### config.mk
export PLATFORM = sky130hd
export DESIGN_NAME = key_matrix_debouncer_flat
export DESIGN_NICKNAME = d
export VERILOG_FILES = /design/src/rtl/kmd_pkg.sv /design/src/rtl/kmd_if.sv /design/src/rtl/kmd_out_buf.sv /design/src/rtl/key_matrix_debouncer.sv /design/src/flat_wrapper.sv
export SDC_FILE = /design/constraint.sdc
export NUM_CORES = 1
export LEC_CHECK = 0
export ABC_AREA = 0
export BUFFER_PORTS_ARGS = -buffer_cell sky130_fd_sc_hd__buf_2
export CAP_MARGIN = 20
export CORE_ASPECT_RATIO = 0.7
export CORE_MARGIN = 3
export CORE_UTILIZATION = 35
export CTS_CLUSTER_SIZE = 12
export DETAILED_ROUTE_END_ITERATION = 7
export GPL_TIMING_DRIVEN = 1
export PLACE_DENSITY = 0.55
export SETUP_SLACK_MARGIN = 0.3
export SLEW_MARGIN = 20
export SYNTH_ARGS = -nofsm -noshare
export SYNTH_HDL_FRONTEND = slang
export SYNTH_HIERARCHICAL = 1
export SYNTH_SLANG_ARGS = --single-unit
### constraint.sdc
create_clock -name clk -period 2.6 [get_ports clk]
set_clock_uncertainty 0.15 [all_clocks]
set_input_delay 0.52 -clock clk [delete_from_list [all_inputs] [get_ports clk]]
set_output_delay 0.52 -clock clk [all_outputs]
set_load 0.02 [all_outputs]
### src/rtl/kmd_pkg.sv
`timescale 1ns / 1ps

package kmd_pkg;

    localparam int ColumnBitsW = 8;
    localparam int RowW        = 3;
    localparam int CountW      = 8;

    localparam logic [CountW-1:0] SettleReset = 8'd5;

    typedef enum logic
    {
        OP_SAMPLE   = 1'b0,
        OP_END_SCAN = 1'b1
    } opcode_t;

    typedef struct packed
    {
        logic [ColumnBitsW-1:0] stable_row;
        logic                   settling;
        logic                   committed;
    } result_t;

endpackage

### src/rtl/kmd_if.sv
`timescale 1ns / 1ps

interface kmd_item_if;
    logic                                valid;
    logic                                ready;
    logic                                opcode;
    logic [kmd_pkg::RowW-1:0]            row;
    logic [kmd_pkg::ColumnBitsW-1:0]     column_bits;

    modport source (output valid, output opcode, output row, output column_bits, input ready);
    modport sink   (input valid, input opcode, input row, input column_bits, output ready);
endinterface

interface kmd_result_if;
    logic                                valid;
    logic                                ready;
    logic [kmd_pkg::ColumnBitsW-1:0]     stable_row;
    logic                                settling;
    logic                                committed;

    modport source (output valid, output stable_row, output settling, output committed,
                    input ready);
    modport sink   (input valid, input stable_row, input settling, input committed,
                    output ready);
endinterface

interface kmd_cfg_if;
    logic                                valid;
    logic                                ready;
    logic [kmd_pkg::CountW-1:0]          data;

    modport source (output valid, output data, input ready);
    modport sink   (input valid, input data, output ready);
endinterface

### src/rtl/kmd_out_buf.sv
`timescale 1ns / 1ps

module kmd_out_buf
(
    input  logic              clk,
    input  logic              rst_n,
    input  logic              in_valid,
    output logic              in_ready,
    input  kmd_pkg::result_t  in_data,
    output logic              out_valid,
    input  logic              out_ready,
    output kmd_pkg::result_t  out_data
);
    import kmd_pkg::*;

    logic    main_valid_reg;
    logic    main_valid_next;
    logic    skid_valid_reg;
    logic    skid_valid_next;
    result_t main_reg;
    result_t main_next;
    result_t skid_reg;
    result_t skid_next;
    logic    push;
    logic    take;

    assign in_ready  = !skid_valid_reg;
    assign out_valid = main_valid_reg;
    assign out_data  = main_reg;
    assign push      = in_valid && in_ready;
    assign take      = main_valid_reg && out_ready;

    always_comb
    begin
        main_valid_next = main_valid_reg;
        skid_valid_next = skid_valid_reg;
        main_next       = main_reg;
        skid_next       = skid_reg;
        if (take)
        begin
            if (skid_valid_reg)
            begin
                // push cannot happen while the skid entry is full
                main_next       = skid_reg;
                skid_valid_next = 1'b0;
            end
            else
            begin
                main_valid_next = push;
                main_next       = in_data;
            end
        end
        else if (push)
        begin
            if (!main_valid_reg)
            begin
                main_valid_next = 1'b1;
                main_next       = in_data;
            end
            else
            begin
                skid_valid_next = 1'b1;
                skid_next       = in_data;
            end
        end
    end

    always_ff @(posedge clk or negedge rst_n)
    begin
        if (!rst_n)
        begin
            main_valid_reg <= 1'b0;
            skid_valid_reg <= 1'b0;
        end
        else
        begin
            main_valid_reg <= main_valid_next;
            skid_valid_reg <= skid_valid_next;
        end
    end

    always_ff @(posedge clk)
    begin
        main_reg <= main_next;
        skid_reg <= skid_next;
    end

endmodule

### src/rtl/key_matrix_debouncer.sv
`timescale 1ns / 1ps
// Key matrix debouncer, ROW_COUNT rows by COLUMN_COUNT columns, one shared
// settle countdown.
// item (sink): opcode 0 stores a row sample (row, column_bits, 1 = pressed);
//   a changed sample reloads the countdown from the settle register.
//   opcode 1 ends a scan pass and decrements a nonzero countdown; when it
//   reaches zero all samples are copied into the debounced matrix.
// result (source): one item per input item, in order: the debounced row
//   named by row (0 for a row beyond the matrix), settling and committed.
// cfg (sink): writes the 8-bit settle count; always ready; write only while
//   the block is idle.
// Output: each result is registered in the result buffer before it is offered.
// Throughput: one item per cycle while item.ready is high; compare, store and
//   the row copy all sit between the accepted item and the result register.
// Stall: a two-entry result buffer takes one more item after the receiver
//   stops; item.ready then stays low until the cycle after a waiting result
//   is taken.
// Reset: samples and debounced rows clear to zero, settle count and
//   countdown load 5, the result buffer empties.
module key_matrix_debouncer
#(
    parameter int ROW_COUNT    = 5,
    parameter int COLUMN_COUNT = 8
)
(
    input  logic         clk,
    input  logic         rst_n,
    kmd_cfg_if.sink      cfg,
    kmd_item_if.sink     item,
    kmd_result_if.source result
);
    import kmd_pkg::*;

    localparam int StoreW = (COLUMN_COUNT < ColumnBitsW) ? COLUMN_COUNT : ColumnBitsW;

    typedef logic [ROW_COUNT-1:0][StoreW-1:0] matrix_t;

    matrix_t             sampled_reg;
    matrix_t             sampled_next;
    matrix_t             stable_reg;
    matrix_t             stable_next;
    logic [CountW-1:0]   settle_reg;
    logic [CountW-1:0]   countdown_reg;
    logic [CountW-1:0]   countdown_next;

    logic                accept;
    logic                in_range;
    logic [StoreW-1:0]   bits;
    logic [StoreW-1:0]   sel_sampled;
    logic [StoreW-1:0]   sel_stable;
    logic [ROW_COUNT-1:0] row_hit;
    logic                changed;
    logic                commit;
    result_t             res;
    result_t             out_data;
    logic                buf_ready;
    logic                buf_valid;

    assign cfg.ready  = 1'b1;
    assign item.ready = buf_ready;
    assign accept     = item.valid && buf_ready;
    assign in_range   = int'(item.row) < ROW_COUNT;
    assign bits       = StoreW'(item.column_bits);

    always_comb
    begin
        sel_sampled = '0;
        sel_stable  = '0;
        for (int i = 0; i < ROW_COUNT; i++)
        begin
            row_hit[i] = (int'(item.row) == i);
            if (row_hit[i])
            begin
                sel_sampled = sampled_reg[i];
                sel_stable  = stable_reg[i];
            end
        end
    end

    always_comb
    begin
        changed = (item.opcode == OP_SAMPLE) && in_range && (sel_sampled != bits);
        commit  = (item.opcode == OP_END_SCAN) && (countdown_reg == CountW'(1));

        countdown_next = countdown_reg;
        priority if (changed)
            countdown_next = settle_reg;
        else if ((item.opcode == OP_END_SCAN) && (countdown_reg != '0))
            countdown_next = countdown_reg - CountW'(1);
        else
            countdown_next = countdown_reg;

        sampled_next = sampled_reg;
        for (int i = 0; i < ROW_COUNT; i++)
        begin
            if (changed && row_hit[i])
                sampled_next[i] = bits;
        end
        stable_next = commit ? sampled_reg : stable_reg;

        res.stable_row = in_range ? ColumnBitsW'(commit ? sel_sampled : sel_stable)
                                  : '0;
        res.settling   = (countdown_next != '0);
        res.committed  = commit;
    end

    always_ff @(posedge clk or negedge rst_n)
    begin
        if (!rst_n)
        begin
            settle_reg    <= SettleReset;
            countdown_reg <= SettleReset;
            sampled_reg   <= '0;
            stable_reg    <= '0;
        end
        else
        begin
            if (cfg.valid)
                settle_reg <= cfg.data;
            if (accept)
            begin
                countdown_reg <= countdown_next;
                sampled_reg   <= sampled_next;
                stable_reg    <= stable_next;
            end
        end
    end

    kmd_out_buf u_out_buf
    (
        .clk       (clk),
        .rst_n     (rst_n),
        .in_valid  (item.valid),
        .in_ready  (buf_ready),
        .in_data   (res),
        .out_valid (buf_valid),
        .out_ready (result.ready),
        .out_data  (out_data)
    );

    assign result.valid      = buf_valid;
    assign result.stable_row = out_data.stable_row;
    assign result.settling   = out_data.settling;
    assign result.committed  = out_data.committed;

`ifndef SYNTHESIS
    // an idle countdown only restarts on a changed sample
    a_idle_countdown: assert property (@(posedge clk) disable iff (!rst_n)
        accept && (item.opcode == OP_END_SCAN) && (countdown_reg == '0)
        |=> (countdown_reg == '0))
        else $error("countdown left zero on end of scan");

    a_commit_copy: assert property (@(posedge clk) disable iff (!rst_n)
        accept && commit |=> (stable_reg == $past(sampled_reg)))
        else $error("commit did not copy the sampled matrix");

    a_commit_quiet: assert property (@(posedge clk) disable iff (!rst_n)
        accept && commit |-> !res.settling && (item.opcode == OP_END_SCAN))
        else $error("commit while still settling");

    // the buffer only backpressures when it holds a waiting result
    a_stall_has_data: assert property (@(posedge clk) disable iff (!rst_n)
        !buf_ready |-> buf_valid)
        else $error("item.ready low with no result pending");
`endif

endmodule
### src/flat_wrapper.sv
// flat-port wrapper written by rule: the top's interface ports become plain ports
module key_matrix_debouncer_flat import kmd_pkg::*;
#(
    parameter int ROW_COUNT    = 5,
    parameter int COLUMN_COUNT = 8
)
  (clk, rst_n, cfg_valid, cfg_data, cfg_ready, item_valid, item_opcode, item_row, item_column_bits, item_ready, result_valid, result_stable_row, result_settling, result_committed, result_ready);
  kmd_cfg_if cfg_i ();
  kmd_item_if item_i ();
  kmd_result_if result_i ();
  input  logic clk;
  input  logic rst_n;
  input wire logic [$bits(cfg_i.valid)-1:0] cfg_valid;
  input wire logic [$bits(cfg_i.data)-1:0] cfg_data;
  output wire logic [$bits(cfg_i.ready)-1:0] cfg_ready;
  input wire logic [$bits(item_i.valid)-1:0] item_valid;
  input wire logic [$bits(item_i.opcode)-1:0] item_opcode;
  input wire logic [$bits(item_i.row)-1:0] item_row;
  input wire logic [$bits(item_i.column_bits)-1:0] item_column_bits;
  output wire logic [$bits(item_i.ready)-1:0] item_ready;
  output wire logic [$bits(result_i.valid)-1:0] result_valid;
  output wire logic [$bits(result_i.stable_row)-1:0] result_stable_row;
  output wire logic [$bits(result_i.settling)-1:0] result_settling;
  output wire logic [$bits(result_i.committed)-1:0] result_committed;
  input wire logic [$bits(result_i.ready)-1:0] result_ready;
  assign cfg_i.valid = cfg_valid;
  assign cfg_i.data = cfg_data;
  assign cfg_ready = cfg_i.ready;
  assign item_i.valid = item_valid;
  assign item_i.opcode = item_opcode;
  assign item_i.row = item_row;
  assign item_i.column_bits = item_column_bits;
  assign item_ready = item_i.ready;
  assign result_valid = result_i.valid;
  assign result_stable_row = result_i.stable_row;
  assign result_settling = result_i.settling;
  assign result_committed = result_i.committed;
  assign result_i.ready = result_ready;
  key_matrix_debouncer #(.ROW_COUNT(ROW_COUNT), .COLUMN_COUNT(COLUMN_COUNT)) u_core (.clk(clk), .rst_n(rst_n), .cfg(cfg_i), .item(item_i), .result(result_i));
endmodule
* Yosys cells after proc, flatten, opt, wreduce, memory -nomap -nowiden
Cells that the tools add are included.
** Operators by class
- $lt $le $gt $ge :: 1
- Reduce and logical (&&, ||, !) cells :: 27
- Multiplexer cells :: 24
- Bitwise logic cells :: 2
- Add/subtract/negate cells :: 1
- Equality and inequality tests :: 8
** Operators by type and width (number)
- 8-bit 2-to-1 mux :: 14
- 10-bit 2-to-1 mux :: 4
- 2-bit AND reduction :: 9
- 8-bit nonzero test :: 2
- 1-bit logical AND :: 11
- 3-bit == test (second input constant) :: 3
- 8-bit by 1-bit == test with 1-bit output (second input constant) :: 1
- 8-bit inequality test :: 1
- 8-bit by 1-bit subtractor with 8-bit output (second input constant) :: 1
- 1-bit 2-to-1 mux :: 6
- 2-bit nonzero test :: 2
- 3-bit by 2-bit == test with 1-bit output (second input constant) :: 1
- 3-bit zero test :: 1
- 3-bit < comparator (second input constant) :: 1
- 3-bit AND reduction :: 1
- 2-bit by 1-bit inequality test with 1-bit output (second input constant) :: 1
- 2-bit inequality test (second input constant) :: 1
- 1-bit NOT :: 2
- 1-bit zero test :: 1
** Storage, ports and cells
- Register bits :: 118
- Output and inout port bits :: 13

* Logic depth before layout (Yosys ltp)
Gate-level depths: netlist (run 1).
- Depth in word-level cells :: 13
- Mapped depth :: 12

* By module
The synthesis (run 1) kept the hierarchy.
** Modules (own cells, without submodules)
- key_matrix_debouncer :: area each 5221.3 um2, cells an instance 427, instances 1
- kmd_out_buf :: area each 829.5 um2, cells an instance 43, instances 1

* Least setup slack after synthesis (run 1)
OpenSTA, ideal clock, no wires.
- Path type :: in2reg
- Start :: in item_row[0]
- End :: reg u_core/sampled_reg[17] (netlist bit)
- Stages :: 11
- Arrival time :: 2586 ps
- Required time :: 2325 ps
- Slack :: -261 ps
- Path buffers :: 4
- Library setup time :: 125 ps
- Cells stage by stage :: buf_6 -> buf_6 -> nor2_4 -> buf_4 -> a21oi_1 -> o21a_1 -> o22ai_1 -> o31ai_4 -> buf_6 -> nor4_4 -> mux2_2
** On the way
- Word-level cells in the longest chain between the ends :: 10
** Ends and longest elaborated chain
- start: declaration :: line flat_wrapper.sv:18 : input wire logic [$bits(item_i.row)-1:0] item_row;
- 3-bit zero test :: line key_matrix_debouncer.sv:71 : row_hit[i] = (int'(item.row) == i);
- 8-bit 2-to-1 mux (5 in series) :: line key_matrix_debouncer.sv:72 : if (row_hit[i])
- 8-bit inequality test :: line key_matrix_debouncer.sv:82 : changed = (item.opcode == OP_SAMPLE) && in_range && (sel_sampled != bits);
- 1-bit logical AND :: line key_matrix_debouncer.sv:82
- 1-bit logical AND * :: line key_matrix_debouncer.sv:96 : if (changed && row_hit[i])
- 2-bit AND reduction (no line) *
- end signal: assignment :: line key_matrix_debouncer.sv:123 : sampled_reg <= sampled_next;
- end: declaration :: line key_matrix_debouncer.sv:38 : matrix_t sampled_reg;
Every way passes the cells marked *; elsewhere a longest branch is shown, timed or not.
A chain may end at the register's enable or synchronous reset.

* Worst setup path after layout (run 1)
- Start :: reg u_core/sampled_reg[33] (netlist bit)
- End :: reg u_core/sampled_reg[30] (netlist bit)
** On the way
- Word-level cells in the longest chain between the ends :: 5
** Ends and longest elaborated chain (line)
- 8-bit 2-to-1 mux :: key_matrix_debouncer.sv:72
- 8-bit inequality test :: key_matrix_debouncer.sv:82
- 1-bit logical AND :: key_matrix_debouncer.sv:82
- 1-bit logical AND :: key_matrix_debouncer.sv:96
- 2-bit AND reduction (no line)
No other way between the ends.

==> results of run 1 <==
final cells by class:
type	instances	share of cell area
Inverter	11	0.004833
Multi-Input combinational cell	309	0.3812
Timing Repair Buffer	155	0.1467
Tap cell	225	0.03295
Sequential cell	118	0.3581
Clock buffer	20	0.05726
Clock inverter	12	0.01889
metrics by stage:
step / worst slack, ps / TNS, ps / total power, W / hold WS, ps
after floorplan: -191.8 / -7521 / 0.003723 / 74.41
after detailed placement: -580.6 / -25520 / 0.004438 / 275.0
final: -75.79 / -1870 / 0.007501 / 174.4
after global placement: -556.4 / -23960 / 0.004384 / 272.4
after CTS: -68.75 / -68.75 / 0.007361 / 168.2
after global routing: -135.4 / -4700 / 0.007870 / 169.8
worst reg2reg max path, cell delays in order (launching register included):
cell and delay [ps]:
dfrtp_1 350, or4bb_1 500, o221ai_2 110, xnor2_2 170, nand4_1 170, buf_4 180, o31ai_4 230, buf_12 180
nor4_4 50, buf_12 160, mux2_4 300
cell families after synthesis:
| kind of cell | count (synthesis) | synth area share |
|---|---|---|
| fa+ha+maj | 3 | 0.006204 |
| xor+xnor | 15 | 0.02171 |
| flops | 118 | 0.5054 |
| buf+inv | 44 | 0.03494 |
| compound gates | 76 | 0.09099 |
| simple gates | 85 | 0.09140 |
| other cells | 1 | 0.0006198 |
| mux | 128 | 0.2488 |
cells in the mapped netlist, types with 9 or more instances:
master / n
mux2i_1: 21
nand2_1: 15
nor3_1: 9
mux2_2: 98
a21oi_1: 16
a211oi_1: 13
xnor2_1: 12
inv_1: 11
dfrtp_1: 94
clkbuf_1: 15
edfxtp_1: 20
nor2_1: 12
cell usage in the layout, fill, tap and decap left out, types with 9 or more instances in the layout:
cell / n
buf_4: 98
clkbuf_16: 19
mux2_4: 40
a21oi_1: 10
buf_6: 12
nor3_1: 9
inv_1: 11
dfrtp_1: 93
xnor2_1: 9
buf_2: 33
a211oi_1: 9
mux2_2: 59
edfxtp_1: 20
mux2i_1: 13
nand2_1: 15
worst min path at each step:
stage	from	end	cells past startpoint
3_5_place_dp	rst_n	u_core/u_out_buf/skid_valid_reg	1
4_1_cts	cfg_data[0]	u_core/settle_reg[0]	2
2_1_floorplan	rst_n	u_core/countdown_reg[1]	0
6_report	cfg_data[0]	u_core/settle_reg[0]	2
3_3_place_gp	rst_n	u_core/u_out_buf/skid_valid_reg	1
5_1_grt	cfg_data[1]	u_core/settle_reg[1]	2
power by group:
| part | internal (W) | leakage, nW | switching, W |
|---|---|---|---|
| clock | 0.00166 | 0.318 | 0.000889 |
| combinational | 0.00123 | 2.03 | 0.000993 |
| sequential | 0.00234 | 1.45 | 0.000391 |
| total | 0.00523 | 3.80 | 0.00227 |
routing by layer:
| metal | track usage | up-vias | wire, um | share of wire |
|---|---|---|---|---|
| met3 | 0.04609 | 16 | 604 | 0.037 |
| met2 | 0.2616 | 99 | 7229 | 0.44 |
| met5 | 0 | - | 0 | 0 |
| li1 | - | 2050 | - | - |
| met1 | 0.2718 | 2221 | 8476 | 0.52 |
| met4 | 0.04056 | 0 | 145 | 0.0088 |
timing repair:
| action | in CTS | in global routing |
|---|---|---|
| pin swaps | 15 | 17 |
| gates cloned | 1 | 1 |
| endpoints found under the setup margin | 57 | 56 |
| hold buffers | 1 | 0 |
| setup buffers | 12 | 8 |
| gates resized for setup | 74 | 39 |
| endpoints found under the hold margin | 13 | 0 |
==> results.json, run 1 <==
{
  "status": "finished with violations",
  "failed_checks": "setup timing",
  "path_clk_slew_ps": 60,
  "critPathTopFamily": "simple AND/OR/NAND/NOR gates",
  "gp_congestion": 0.8789,
  "yosys.area.top_type": "dfrtp_1",
  "crit_buf_inv": 3,
  "synth_top_area_frac": 0.3888,
  "ys_types": 62,
  "place_area_um2": 7184,
  "first_pass_iters": 4,
  "start_kind": "register",
  "ys_async_sr_fraction": 0.8305,
  "setup_ws_ps": -75.79,
  "grt_pass1_vias": 4592,
  "grt_pass1_wl_um": 26190,
  "seq_area_um2": 3059,
  "drc": 0,
  "min_period_ps": 2676,
  "syn_area_um2": 6051,
  "drv_cap": 0,
  "rr_startpoint": "u_core/sampled_reg[33]",
  "ys.flop_type": "dfrtp_1",
  "clk_latency_ps": 420,
  "start_util": 0.3636,
  "finalCritPeriodShare": 1.029,
  "ff2ff_path_depth": 10,
  "antenna_cells": 0,
  "core_um2": 16640,
  "leakage_nw": 3.805,
  "postSynthCellCount": 470,
  "drt_iter0_markers": 223,
  "maxSlewViolCount": 0,
  "critPathRequiredTime_ps": 2750,
  "end_kind": "register",
  "dp_hpwl_um": 11200,
  "gr-total-overflow": 0,
  "die_area_um2": 18930,
  "crit_path_frequent_cell": "buf_12",
  "r2r_setup_slack_ps": -80,
  "timing.fmax_ghz": 0.3737,
  "critPathLaunch": "u_core/sampled_reg[33]",
  "antenna_left": 0,
  "synth_edf_count": 20,
  "antenna_found_initial": 0,
  "die_x_um": 163.2,
  "cts.htree.levels": 4,
  "ys_seq_area_frac": 0.5054,
  "cts-root-buf": "clkbuf_16",
  "fin_nets": 640,
  "yosys_warnings": 6,
  "fill_cells": 1410,
  "multiInputGateArea_um2": 3257,
  "viasPerCell": 5.160,
  "dp.cells": 795,
  "synth.area.top_cells": "dfrtp_1, mux2_2, edfxtp_1",
  "cts-buffers-inserted": 17,
  "crit_slowest_cell": "or4bb_1",
  "crit_chain": "or4bb_1 -> o221ai_2 -> xnor2_2 -> nand4_1 -> buf_4 -> o31ai_4 -> buf_12 -> nor4_4 -> buf_12 -> mux2_4",
  "max-vdd-ir-drop_uv": 523.5,
  "cts_tree": "done",
  "crit_cells": 10,
  "fin_util": 0.5134,
  "p_per_area_nw_per_um2": 878.0,
  "critPathCapture": "u_core/sampled_reg[30]",
  "grt_start_max_net_pins": 44,
  "vias": 4386,
  "timing.rr.end": "u_core/sampled_reg[30]",
  "avgSynthCellArea_um2": 12.87,
  "grt_usage": 0.1806,
  "area.growth.synth_to_final_pct": 41.19,
  "hp-class": "input port to register",
  "routed_wl_um": 16460,
  "cpPeakStageDelay_ps": 500,
  "syn-num-nets": 498,
  "hold_violations": 0,
  "crit_type": "register to register",
  "wl_per_cell_um": 19.36,
  "max-clock-path-buffers": 2,
  "setup_violations": 41,
  "clock_sink_count": 118,
  "row_count": 39,
  "port-buffer-count": 36,
  "synth-seq-cells": 118,
  "drive_above_1_share": 0.5680,
  "die_y_um": 116.0,
  "arrival_ps": 2820,
  "postLayoutCellArea_um2": 8543,
  "critPathMaxFanout": 8,
  "io_pins": 38,
  "rsz0062_at_grt": "true",
  "fin_cells": 850
}
(Power assumes the default switching activity.)
==> run 2: changes to the inputs <==
- ABC_AREA: 0 -> 1
- CORE_UTILIZATION: 35 -> 55
- PLACE_DENSITY: 0.55 -> 0.78
==> run 2 against run 1 <==
The flow still finishes with violations (setup timing). Worst hold slack better by 12 ps. Sequential share of layout area up 1.0 points. Worst setup slack better by 69 ps. Register-to-register slack better by 140 ps. Global-route usage up 11 points. Cell area down 2.8%.
==> results.json, run 2 <==
{
  "status": "finished with violations",
  "failed_checks": "setup timing",
  "critPathTopFamily": "simple AND/OR/NAND/NOR gates",
  "synth-seq-cells": 118,
  "die_y_um": 93.63,
  "crit_type": "input port to register",
  "ff2ff_path_depth": 18,
  "arrival_ps": 2630,
  "final_cell_mix": "nand2_1, dfrtp_1, buf_4",
  "port-buffer-count": 36,
  "core_um2": 10510,
  "ys_types": 40,
  "drc": 0,
  "setup_violations": 1,
  "fill_cells": 595,
  "timing.fmax_ghz": 0.3836,
  "maxSlewViolCount": 0,
  "syn_area_um2": 6033,
  "rsz0062_at_grt": "true",
  "cts_tree": "done",
  "yosys.area.top_type": "dfrtp_1",
  "grt_pass1_wl_um": 27080,
  "yosys_warnings": 6,
  "ys.flop_type": "dfrtp_1",
  "routed_wl_um": 19630,
  "min_period_ps": 2607,
  "grt_pass1_vias": 5261,
  "crit_slowest_cell": "nor2_4",
  "ys_seq_area_frac": 0.5068,
  "vias": 5739,
  "p_per_area_nw_per_um2": 885.2,
  "crit_chain": "buf_12 -> nor2_4 -> buf_12 -> nand2_8 -> inv_2 -> nand2_1 -> nand3_1 -> nand2_2 -> nand2_2 -> nand2_1 -> nand2_1 -> nand2_2 -> nor2_4 -> nand2_8 -> nand2_8 -> nand2_2 -> nand2_2 -> nand2_2 -> nor2_2 -> nand2_1 -> nand2_1 -> nand2_1",
  "timing.rr.end": "u_core/u_out_buf/out_data[1]",
  "whs_endpoint": "u_core/settle_reg[2]",
  "clock_sink_count": 118,
  "max-vdd-ir-drop_uv": 557.4,
  "cts.htree.levels": 4,
  "start_kind": "input port",
  "clk_latency_ps": 430,
  "place_worst_setup_slack_ps": -431.0,
  "io_pins": 38,
  "synth_edf_count": 20,
  "setup_ws_ps": -7.182,
  "hold_violations": 0,
  "critPathMaxFanout": 8,
  "area.growth.synth_to_final_pct": 37.68,
  "wl_per_cell_um": 20.43,
  "finalCritPeriodShare": 1.003,
  "hp-class": "input port to register",
  "antenna_found_initial": 0,
  "drt_iter0_markers": 723,
  "synth.area.top_cells": "dfrtp_1, nand2_1, edfxtp_1",
  "drive_above_1_share": 0.4379,
  "row_count": 31,
  "dp_hpwl_um": 10680,
  "end_kind": "register",
  "fin_util": 0.7903,
  "rr_startpoint": "u_core/sampled_reg[6]",
  "antenna_cells": 0,
  "fin_nets": 830,
  "r2r_setup_slack_ps": 60,
  "antenna_left": 0,
  "ys_async_sr_fraction": 0.8305,
  "hold_path_depth": 3,
  "synth_common_cells": "nand2_1, dfrtp_1, inv_1",
  "cpPeakStageDelay_ps": 160,
  "max-clock-path-buffers": 2,
  "worstMarginPinSlew_ps": 806.5,
  "cts-buffers-inserted": 17,
  "hp-start": "cfg_data[2]",
  "synth_top_area_frac": 0.3899,
  "grt_start_max_net_pins": 58,
  "grt_usage": 0.2858,
  "die_x_um": 131.2,
  "tns_ps": -7.182,
  "gr-total-overflow": 0,
  "syn-num-nets": 691,
  "final_common_cell": "nand2_1",
  "postSynthCellCount": 663,
  "viasPerCell": 5.972,
  "critPathRequiredTime_ps": 2620,
  "relSlewSlack": 0.4618,
  "first_pass_iters": 6,
  "leakage_nw": 3.952,
  "synth_most_common_cell": "nand2_1",
  "crit_buf_inv": 3,
  "cts-root-buf": "clkbuf_16",
  "path_clk_slew_ps": 50,
  "start_util": 0.5740,
  "avgSynthCellArea_um2": 9.100,
  "gp_congestion": 0.9058,
  "drv_cap": 0,
  "die_area_um2": 12280
}
## run 2: changes by cell type after synthesis, moves of 11 or more
cell,change
a211oi_1,-13
inv_1,+57
mux2_2,-74
mux2i_1,-20
nand2_1,+173
nand2_2,+14
nand3_1,+17
nand4_1,+14
nor2_1,+18
o21ai_0,+39
o21ai_1,+28
o21ai_2,+12
xnor2_1,-11
## run 2: timing repair
item                       CTS  global route
cloned                       5             2
setup endpoints to repair   59            81
pin swaps                   35            46
buffers inserted            24            21
hold endpoints to repair    24             0
hold buffers                 1             0
gates resized for setup     56           101
## run 2: through the flow
stage / instance area, um^2 / total power [W] / instances / hold WS (ps)
5_1_grt: 8307 / 0.007647 / 961 / 177.1
3_5_place_dp: 6693 / 0.004366 / 878 / 319.7
6_report: 8307 / 0.007353 / 961 / 186.0
2_1_floorplan: 6092 / 0.003812 / 663 / 74.41
3_3_place_gp: 6693 / 0.004288 / 878 / 313.9
4_1_cts: 7746 / 0.006842 / 938 / 166.4
## run 2: kinds of logic after synthesis
logic type | after synthesis | synth area share
compound gates | 113 | 0.1095
xor+xnor | 6 | 0.008710
fa+ha+maj | 3 | 0.006222
buf+inv | 98 | 0.08067
flops | 118 | 0.5068
mux | 25 | 0.04645
other cells | 1 | 0.0006216
simple gates | 299 | 0.2410
## run 2: where the power goes
| part | total [W] | leakage (nW) | switching (W) | internal (W) |
|---|---|---|---|---|
| combinational | 0.00233 | 2.20 | 0.00138 | 0.000949 |
| sequential | 0.00276 | 1.48 | 0.000378 | 0.00238 |
| clock | 0.00226 | 0.271 | 0.000847 | 0.00141 |
## run 2: layout make-up
class,count,area (um^2),share of cell area
sequential,118,3059,0.3683
inverter,74,311.5,0.03751
timing repair buffer,138,1176,0.1416
clock buffer,20,446.7,0.05377
multi-input combinational,452,3003,0.3615
timing repair inverter,1,16.27,0.001958
clock inverter,10,108.9,0.01310
tap,148,185.2,0.02229
## run 2: routing by layer
| metal | routed length, um | global-route usage | vias up |
|---|---|---|---|
| met4 | 919 | 0.1093 | 0 |
| met1 | 7682 | 0.3772 | 2788 |
| li1 | - | - | 2467 |
| met5 | 0 | 0 | - |
| met2 | 9175 | 0.4629 | 395 |
| met3 | 1856 | 0.06989 | 89 |
## run 2: how the worst max path moves through the flow
stage	start	endpoint	slack, ps	depth (start not counted)
2_1_floorplan	item_row[1]	u_core/u_out_buf/out_data[1]	80	20
6_report	item_row[1]	u_core/u_out_buf/out_data[1]	-7	22
3_5_place_dp	item_row[1]	u_core/u_out_buf/out_data[1]	-430	20
5_1_grt	item_row[1]	u_core/u_out_buf/out_data[1]	-70	22
3_3_place_gp	item_row[1]	u_core/u_out_buf/out_data[1]	-330	20
4_1_cts	item_row[2]	u_core/u_out_buf/out_data[1]	220	21
## run 2: tightest hold or removal path, cell delays in order
cell and delay (ps):
buf_2 80, nand2_1 40, o21ai_0 70
